### src/rtl/sbl_pkg.sv
// ----------------------------------------------------------------------------
// sbl_pkg
// Shared types and constants of the Sobel edge magnitude stream unit.
// ----------------------------------------------------------------------------
`default_nettype none

package sbl_pkg;

   typedef logic [7:0] pixel_type;

   // One line store word: the two rows above the current input row
   typedef struct packed {
      pixel_type older;
      pixel_type newer;
   } line_word_type;

   // Left (c-2) and middle (c-1) columns of the 3x3 neighborhood
   typedef struct packed {
      pixel_type tl;
      pixel_type ml;
      pixel_type bl;
      pixel_type tm;
      pixel_type mm;
      pixel_type bm;
   } window_type;

   // What one input pixel produces on the result side
   typedef enum logic [1:0] {
      KIND_NONE,
      KIND_ZERO,
      KIND_MAG,
      KIND_PAIR
   } kind_type;

   localparam int CSR_ADDR_W = 3;
   localparam int CSR_DATA_W = 32;

   localparam logic REG_LINE_WIDTH   = 1'b0;
   localparam logic REG_FRAME_HEIGHT = 1'b1;

   localparam logic [10:0] LINE_WIDTH_RESET   = 11'd640;
   localparam logic [12:0] FRAME_HEIGHT_RESET = 13'd480;
   localparam logic [12:0] HEIGHT_LIMIT       = 13'd4096;

   localparam pixel_type PIXEL_MAX = 8'd255;

endpackage : sbl_pkg

`default_nettype wire

### src/rtl/sbl_kernel.sv
// ----------------------------------------------------------------------------
// sbl_kernel
// 3x3 Sobel operator: |Gx| + |Gy|, saturated to 8 bits.
// ----------------------------------------------------------------------------
`default_nettype none

module sbl_kernel (
   input  wire sbl_pkg::window_type win,
   input  wire sbl_pkg::pixel_type  col_top,
   input  wire sbl_pkg::pixel_type  col_mid,
   input  wire sbl_pkg::pixel_type  col_bot,
   output      sbl_pkg::pixel_type  magnitude
);
   import sbl_pkg::*;

   logic [9:0]  gx_pos;
   logic [9:0]  gx_neg;
   logic [9:0]  gy_pos;
   logic [9:0]  gy_neg;
   logic [9:0]  gx_abs;
   logic [9:0]  gy_abs;
   logic [10:0] sum;

   always_comb begin
      gx_pos = 10'(col_top) + {1'b0, col_mid, 1'b0} + 10'(col_bot);
      gx_neg = 10'(win.tl) + {1'b0, win.ml, 1'b0} + 10'(win.bl);
      gy_pos = 10'(win.tl) + {1'b0, win.tm, 1'b0} + 10'(col_top);
      gy_neg = 10'(win.bl) + {1'b0, win.bm, 1'b0} + 10'(col_bot);
      // larger minus smaller gives the absolute difference
      gx_abs = (gx_pos >= gx_neg) ? gx_pos - gx_neg : gx_neg - gx_pos;
      gy_abs = (gy_pos >= gy_neg) ? gy_pos - gy_neg : gy_neg - gy_pos;
      sum    = 11'(gx_abs) + 11'(gy_abs);
      magnitude = (sum > 11'(PIXEL_MAX)) ? PIXEL_MAX : sum[7:0];
   end

endmodule : sbl_kernel

`default_nettype wire

### config.mk
export PLATFORM = sky130hd
export DESIGN_NAME = sbl_kernel
export DESIGN_NICKNAME = d
export VERILOG_FILES = /design/src/rtl/sbl_pkg.sv /design/src/rtl/sbl_kernel.sv
export SDC_FILE = /design/constraint.sdc
export NUM_CORES = 1
export LEC_CHECK = 0
export BUFFER_PORTS_ARGS = -buffer_cell sky130_fd_sc_hd__buf_4
export CAP_MARGIN = 20
export CELL_PAD_IN_SITES_DETAIL_PLACEMENT = 0
export CELL_PAD_IN_SITES_GLOBAL_PLACEMENT = 1
export CORE_MARGIN = 2
export CORE_UTILIZATION = 47
export DETAILED_ROUTE_END_ITERATION = 10
export PLACE_DENSITY_LB_ADDON = 0.1
export SETUP_SLACK_MARGIN = 0.05
export SLEW_MARGIN = 30
export SYNTH_ARGS = -nofsm -noshare
export SYNTH_HDL_FRONTEND = slang
export SYNTH_SLANG_ARGS = --single-unit
### constraint.sdc
create_clock -name vclk -period 13.8
set_input_delay 0.69 -clock vclk [all_inputs]
set_output_delay 0.69 -clock vclk [all_outputs]
set_load 0.02 [all_outputs]
After elaboration in Yosys (flattened, before gate mapping)
Cells that the tools add are included.

storage, ports and cells
  bits in registers = 0
  input port bits = 72
  word-level logic and storage cells = 19
  output and inout port bits = 8

cells by class
  order comparisons = 3
  mux-type cells = 3
  add/subtract/negate cells = 13

operators with widths
  operator                                                                          number
  10-bit by 8-bit adder with 10-bit output                                          4
  8-bit by 9-bit adder with 10-bit output                                           4
  10-bit subtractor                                                                 4
  10-bit >= comparator                                                              2
  10-bit two-way mux                                                                2
  10-bit by 10-bit adder with 11-bit output                                         1
  11-bit by 8-bit greater-than comparator with 1-bit output, second input constant  1
  8-bit two-way mux                                                                 1

Logic depth before layout (Yosys ltp)
Gate-level depths: netlist (run 1).

  depth after elaboration = 7
  mapped depth = 27
  gate-level depth less buffers = 26

Worst setup path after synthesis (run 1)
Ideal clock, no wire load.

  path kind = in2out
  start = input port win[16] (netlist name)
  end = output port magnitude[2]
  required time = 13110 ps
  cell stages on the path = 23
  arrival time = 5741 ps
  buffers on the path = 1
  setup slack = 7369 ps
  path through = inv_1 -> fa_1 -> inv_1 -> ha_1 -> fa_1 -> a21o_1 -> a21oi_1 -> o21bai_1 -> a21oi_1 -> xor2_1 -> ha_1 -> nand4_1 -> a31oi_1 -> o31ai_4 -> buf_4 -> mux2_1 -> ha_1 -> a21o_1 -> a21oi_1 -> nor4_1 -> o21ba_2 -> a211oi_2 -> nand3_1

on the way
  cells in the longest elaborated chain, start to end = 7
  elaborated cells between the ends (all ways) = 9
  classes of those cells = add/sub: 5; order compare: 2; mux: 2

RTL lines
  what                                                              line              source
  start, declared                                                   sbl_kernel.sv:8   input wire sbl_pkg::window_type win,
  8-bit by 9-bit adder with 10-bit output *                         sbl_kernel.sv:27  gy_pos = 10'(win.tl) + {1'b0, win.tm, 1'b0} + 10'(col_top);
  10-bit by 8-bit adder with 10-bit output *                        sbl_kernel.sv:27
  10-bit subtractor / 10-bit >= comparator (equally long branches)  sbl_kernel.sv:31  gy_abs = (gy_pos >= gy_neg) ? gy_pos - gy_neg : gy_neg - gy_pos;
  10-bit two-way mux *                                              sbl_kernel.sv:31
  10-bit by 10-bit adder with 11-bit output *                       sbl_kernel.sv:32  sum = 11'(gx_abs) + 11'(gy_abs);
  11-bit by 8-bit greater-than comparator with 1-bit output         sbl_kernel.sv:33  magnitude = (sum > 11'(PIXEL_MAX)) ? PIXEL_MAX : sum[7:0];
  8-bit two-way mux *                                               sbl_kernel.sv:33
  end, declared                                                     sbl_kernel.sv:12  output sbl_pkg::pixel_type magnitude

Mark *: on every way between the ends. The rest lies on a longest branch, timed or not.

Worst setup path in the final report (run 1)
  start = input port col_top[1]
  end = output port magnitude[2]

on the way
  cells in the longest elaborated chain, start to end = 7
  elaborated cells between the ends (all ways) = 14
  classes of those cells = add/sub: 8; order compare: 3; mux: 3

RTL lines
  what                                                              line              source
  start, declared                                                   sbl_kernel.sv:9   input wire sbl_pkg::pixel_type col_top,
  8-bit by 9-bit adder with 10-bit output                           sbl_kernel.sv:25  gx_pos = 10'(col_top) + {1'b0, col_mid, 1'b0} + 10'(col_bot);
  10-bit by 8-bit adder with 10-bit output                          sbl_kernel.sv:25
  10-bit subtractor / 10-bit >= comparator (equally long branches)  sbl_kernel.sv:30  gx_abs = (gx_pos >= gx_neg) ? gx_pos - gx_neg : gx_neg - gx_pos;
  10-bit two-way mux                                                sbl_kernel.sv:30
  10-bit by 10-bit adder with 11-bit output *                       sbl_kernel.sv:32
  11-bit by 8-bit greater-than comparator with 1-bit output         sbl_kernel.sv:33
  8-bit two-way mux *                                               sbl_kernel.sv:33

Marks and branches as above.

==> results.sh, run 1 <==
export IMPL_vias=3611
export IMPL_synth_nets=712
export IMPL_placedInstanceArea_um2=4830
export IMPL_post_cts_setup_buffer_count=0
export IMPL_dieWidth_um=98.6
export IMPL_cts_resized=0
export IMPL_drt_iter0_drc=115
export IMPL_first_pass_iters=4
export IMPL_period_share_pct=53.9
export IMPL_grt_overflow_total=0
export IMPL_routedWlPerCell_um=14.5
export IMPL_stdcell_count=689
export IMPL_netlist_area_um2=4210
export IMPL_crit_required_ns=13.11
export IMPL_max_freq_ghz=0.135
export IMPL_hold_violations=0
export IMPL_n_antenna_cell=0
export IMPL_antenna_left=0
export IMPL_ys_warnings_count=0
export IMPL_slew_limit_headroom_pct=55.8
export IMPL_setup_viol=0
export IMPL_grt_max_degree=15
export IMPL_seq_area_um2=0
export IMPL_cts_hold_buf=0
export IMPL_hold_depth=7
export IMPL_path_max_fanout=9
export IMPL_fill_cells=827
export IMPL_first_global_vias=3642
export IMPL_fp_row_count=34
export IMPL_syn_instance_count=519
export IMPL_grt_first_pass_wirelength_um=17300
export IMPL_drc=0
export IMPL_use_met3_pct=1.42
export IMPL_port_buffers=72
export IMPL_io_pins=80
export IMPL_critPathArrivalTime_ns=6.74
export IMPL_antenna_found_initial=0
export IMPL_setup_worst_path_start_class="input port"
export IMPL_placed_cells=689
export IMPL_grt_use_met2_pct=37.2
export IMPL_sequential_cell_total=0
export IMPL_final_nets=776
export IMPL_drive_gt1_share_pct=14.5
export IMPL_hpwl_um=9150
export IMPL_worst_pin_slew_ns=0.663
export IMPL_fin_ws_ns=6.37
export IMPL_globalRouteTotalUtil_pct=21.1
export IMPL_yosys_cell_types_count=56
export IMPL_grtUsageMet1_pct=29.8
export IMPL_syn_area_per_cell_um2=8.11
export IMPL_maxSlewViolCount=0
export IMPL_die_area_um2=9730
export IMPL_synth_top_area_share_pct=25.0
export IMPL_ys_seq_area_share_pct=0
export IMPL_setup_tns_ns=0
export IMPL_drt_total_wl_um=10000
export IMPL_rsz0062_at_grt="no"
export IMPL_gp_congestion=0.899
export IMPL_post_place_ws_ns=6.42
export IMPL_top_usage_layer="met2"
export IMPL_nClkBuffers=0
export IMPL_hold_class="in2out"
export IMPL_status="finished clean"
export IMPL_yosys_area_top_type="ha_1"
export IMPL_path_class="in2out"
export IMPL_placeableCoreArea_um2=8720
export IMPL_initial_core_util_pct=48.3
export IMPL_max_cap_viol_count=0
export IMPL_fp_dieH_um=98.6
export IMPL_post_route_min_period_ns=7.43
export IMPL_synth_area_leaders="ha_1 25%, fa_1 18%, inv_1 8.2%, xnor2_1 5.8%, xor2_1 5.8%"
export IMPL_syn_to_final_growth_pct=14.6
export IMPL_end_kind="primary output"
export IMPL_via_per_inst=5.24
export IMPL_stdcell_area_um2=4830
-- worst max-delay path, cell delays in order --
cell,delay [ns]
buf_4,0.07
inv_1,0.07
fa_1,0.55
inv_1,0.04
ha_1,0.22
fa_1,0.44
a21o_1,0.20
a21oi_1,0.24
o21bai_1,0.09
a21oi_1,0.22
xor2_1,0.23
ha_1,0.32
nand4_1,0.19
a31oi_2,0.08
nor2_1,0.12
a22o_1,0.48
mux2_1,0.47
ha_1,0.33
a21o_1,0.15
a21oi_1,0.32
nor4_1,0.13
o21ba_2,0.23
a211oi_2,0.50
nand3_1,0.14
buf_4,0.19
-- stage by stage --
step | hold slack, ns | util (%)
CTS | 2.26 | 55.3
global route | 2.29 | 55.3
global placement | 2.25 | 55.3
detailed placement | 2.26 | 55.3
floorplan | 2.08 | -
finish | 2.24 | 55.3
-- metal layers --
metal / up-vias / share of wire (%)
li1: 1889 / -
met1: 1613 / 49
met2: 103 / 46
met3: 6 / 4.3
met4: 0 / 0.98
met5: - / 0
-- kinds of logic (layout without fill, tap and decap cells) --
group           after synthesis  count (layout)  synth area share, %
xor+xnor                     56              56                 11.6
compound gates              130             130                 21.7
buf+inv                     102             164                 9.63
mux                          12              12                 2.91
simple gates                 98              98                 11.5
fa+ha+maj                   121             121                 42.6
-- layout by cell type (no fill, tap or decap), drive strengths merged, types with 2 or more instances in the layout --
cell type,instances
a211oi,4
a21o,19
a21oi,40
a31oi,7
and2,2
buf,72
fa,37
ha,84
inv,92
mux2,2
mux2i,10
nand2,12
nand2b,13
nand3,8
nand3b,3
nand4,4
nor2,33
nor2b,8
nor3,10
nor4,2
o211a,3
o21a,8
o21ai,23
o21bai,4
o221ai,2
o22ai,2
o41a,2
o41ai,4
xnor2,28
xor2,28
-- cell usage after synthesis (all sizes together) (3+ instances only) --
cell / count
mux2i: 10
o41ai: 4
buf: 9
a21o: 19
a211oi: 4
o21ai: 23
nor2: 33
nand2b: 13
inv: 92
fa: 37
a31oi: 7
nand3b: 3
nand4: 4
nand2: 12
xnor2: 28
o211a: 3
a21oi: 40
o21a: 8
ha: 84
nor2b: 8
o21bai: 4
nand3: 8
xor2: 28
nor3: 10
-- layout make-up --
type                       instances  area, µm²  area share (%)
multi-input combinational        417       3800            78.8
inverter                          92        345            7.16
tap                              108        135            2.80
timing repair buffer              72        541            11.2
-- path summary, 6_finish.rpt --
path | end | from
worst max-delay path | magnitude[2] | col_top[1]
worst min-delay path | magnitude[0] | col_bot[0]
Power of run 1 is left out: the tool's default activity adds up to more than one toggle a clock period on the data nets, which glitch-free logic cannot reach.
==> run 2, diff against run 1 <==
Settings changed: CORE_UTILIZATION 47 to 44.
Clock period 13.8 ns to 6.97 ns, I/O delays scaled along.
==> run 2 against run 1 <==
  * Clock-buffer cell count unchanged
  * Die area increased by 6.5%
  * Worst hold slack got worse by 0.69 ns
  * Routed wire length increased by 1.4%
  * Critical path depth unchanged
  * Worst setup slack got worse by 5.8 ns
  * Critical path type unchanged
  * First-iteration DRC count increased by 27%
  * Final cell count increased by 3.9%
  * Final area increased by 1.8%
  * Utilization decreased by 2.4 points
==> results.sh, run 2 (synthesis gave the netlist of run 1 again) <==
export IMPL_die_area_um2=10400
export IMPL_wl_met1_um=4930
export IMPL_max_cap_viol_count=0
export IMPL_hpwl_um=9220
export IMPL_hold_class="in2out"
export IMPL_sequential_cell_total=0
export IMPL_crit_required_ns=6.62
export IMPL_nClkBuffers=0
export IMPL_syn_to_final_growth_pct=16.6
export IMPL_via_per_inst=5.01
export IMPL_critical_path_most_common_cell="ha_1"
export IMPL_end_kind="primary output"
export IMPL_setup_viol=0
export IMPL_fill_cells=938
export IMPL_drive_gt1_share_pct=15.5
export IMPL_drt_total_wl_um=10200
export IMPL_initial_core_util_pct=45.4
export IMPL_dr_wl_met3_um=337
export IMPL_placeableCoreArea_um2=9280
export IMPL_rsz0062_at_grt="no"
export IMPL_fp_row_count=35
export IMPL_n_antenna_cell=0
export IMPL_antenna_found_initial=0
export IMPL_antenna_left=0
export IMPL_slowest_stage="fa_1"
export IMPL_cp_slowest_stage_delay_ns=0.53
export IMPL_grt_max_degree=15
export IMPL_gp_congestion=0.827
export IMPL_period_share_pct=91.8
export IMPL_drc=0
export IMPL_multi_input_area_um2=3810
export IMPL_routedWlPerCell_um=14.2
export IMPL_io_pins=80
export IMPL_seq_area_um2=0
export IMPL_grt_overflow_total=0
export IMPL_dieWidth_um=102
export IMPL_port_buffers=72
export IMPL_max_freq_ghz=0.156
export IMPL_status="finished clean"
export IMPL_setup_worst_path_start_class="input port"
export IMPL_maxSlewViolCount=0
export IMPL_wl_met2_um=4870
export IMPL_path_max_fanout=9
export IMPL_first_pass_iters=4
export IMPL_mostFrequentLayoutCell="inv_1"
export IMPL_post_route_min_period_ns=6.40
export IMPL_worst_pin_slew_ns=0.498
export IMPL_globalRouteTotalUtil_pct=20.5
export IMPL_setup_tns_ns=0
export IMPL_final_nets=782
export IMPL_fp_dieH_um=102
export IMPL_first_global_vias=3660
export IMPL_final_cell_mix="92 x inv_1, 84 x ha_1, 77 x buf_4, 39 x a21oi_1, 37 x fa_1"
export IMPL_critPathArrivalTime_ns=6.05
export IMPL_drt_iter0_drc=146
export IMPL_grt_first_pass_wirelength_um=17300
export IMPL_hold_violations=0
export IMPL_vias=3590
export IMPL_path_class="in2out"
export IMPL_top_layer="met4"
export IMPL_slew_limit_headroom_pct=66.7
## run 2: per-stage QoR
step                      instances  hold slack, ns  setup slack (ns)  area [µm²]  utilization, %
final                           716            1.55             0.572        4910            52.9
after floorplan                 519            1.39              1.22        4210               -
after global routing            716            1.61             0.112        4910            52.9
after detailed placement        712            1.56             0.412        4870            52.4
after global placement          712            1.57             0.438        4870            52.4
after CTS                       712            1.56             0.395        4870            52.4
## run 2: final cells by class
| type | count | share of cell area [%] |
|---|---|---|
| multi-input cells | 417 | 77.5 |
| repair buffers | 78 | 12.2 |
| inverters | 92 | 7.03 |
| well taps | 129 | 3.29 |
## run 2: worst paths after layout
path  slack (ns)  cells after the start        from      endpoint
max         0.57                     25  col_top[1]  magnitude[6]
min         1.55                      7  col_bot[0]  magnitude[0]
## run 2: critical path: cells and delay by family
family                     cells  cell delay [ns]
AOI/OAI and AO/OA              9             2.03
xor gates and xnor gates       2             0.52
adders and majority gates      5             1.85
buffers and inverters          4             0.39
muxes                          1             0.26
and+or+nand+nor                4             0.63
## run 2: layer usage
layer / GRT usage, % / vias up
li1: - / 1900
met4: 0.410 / 0
met5: 0 / -
met1: 28.4 / 1613
met2: 37.9 / 75
met3: 0.547 / 2
## run 2: what timing repair did
item / CTS / global route
setup endpoints to repair: 0 / 8
gates resized for setup: 0 / 1
hold buffers: 0 / 0
setup buffers: 0 / 4
hold endpoints to repair: 0 / 0
Power of run 2 is left out for the same reason.
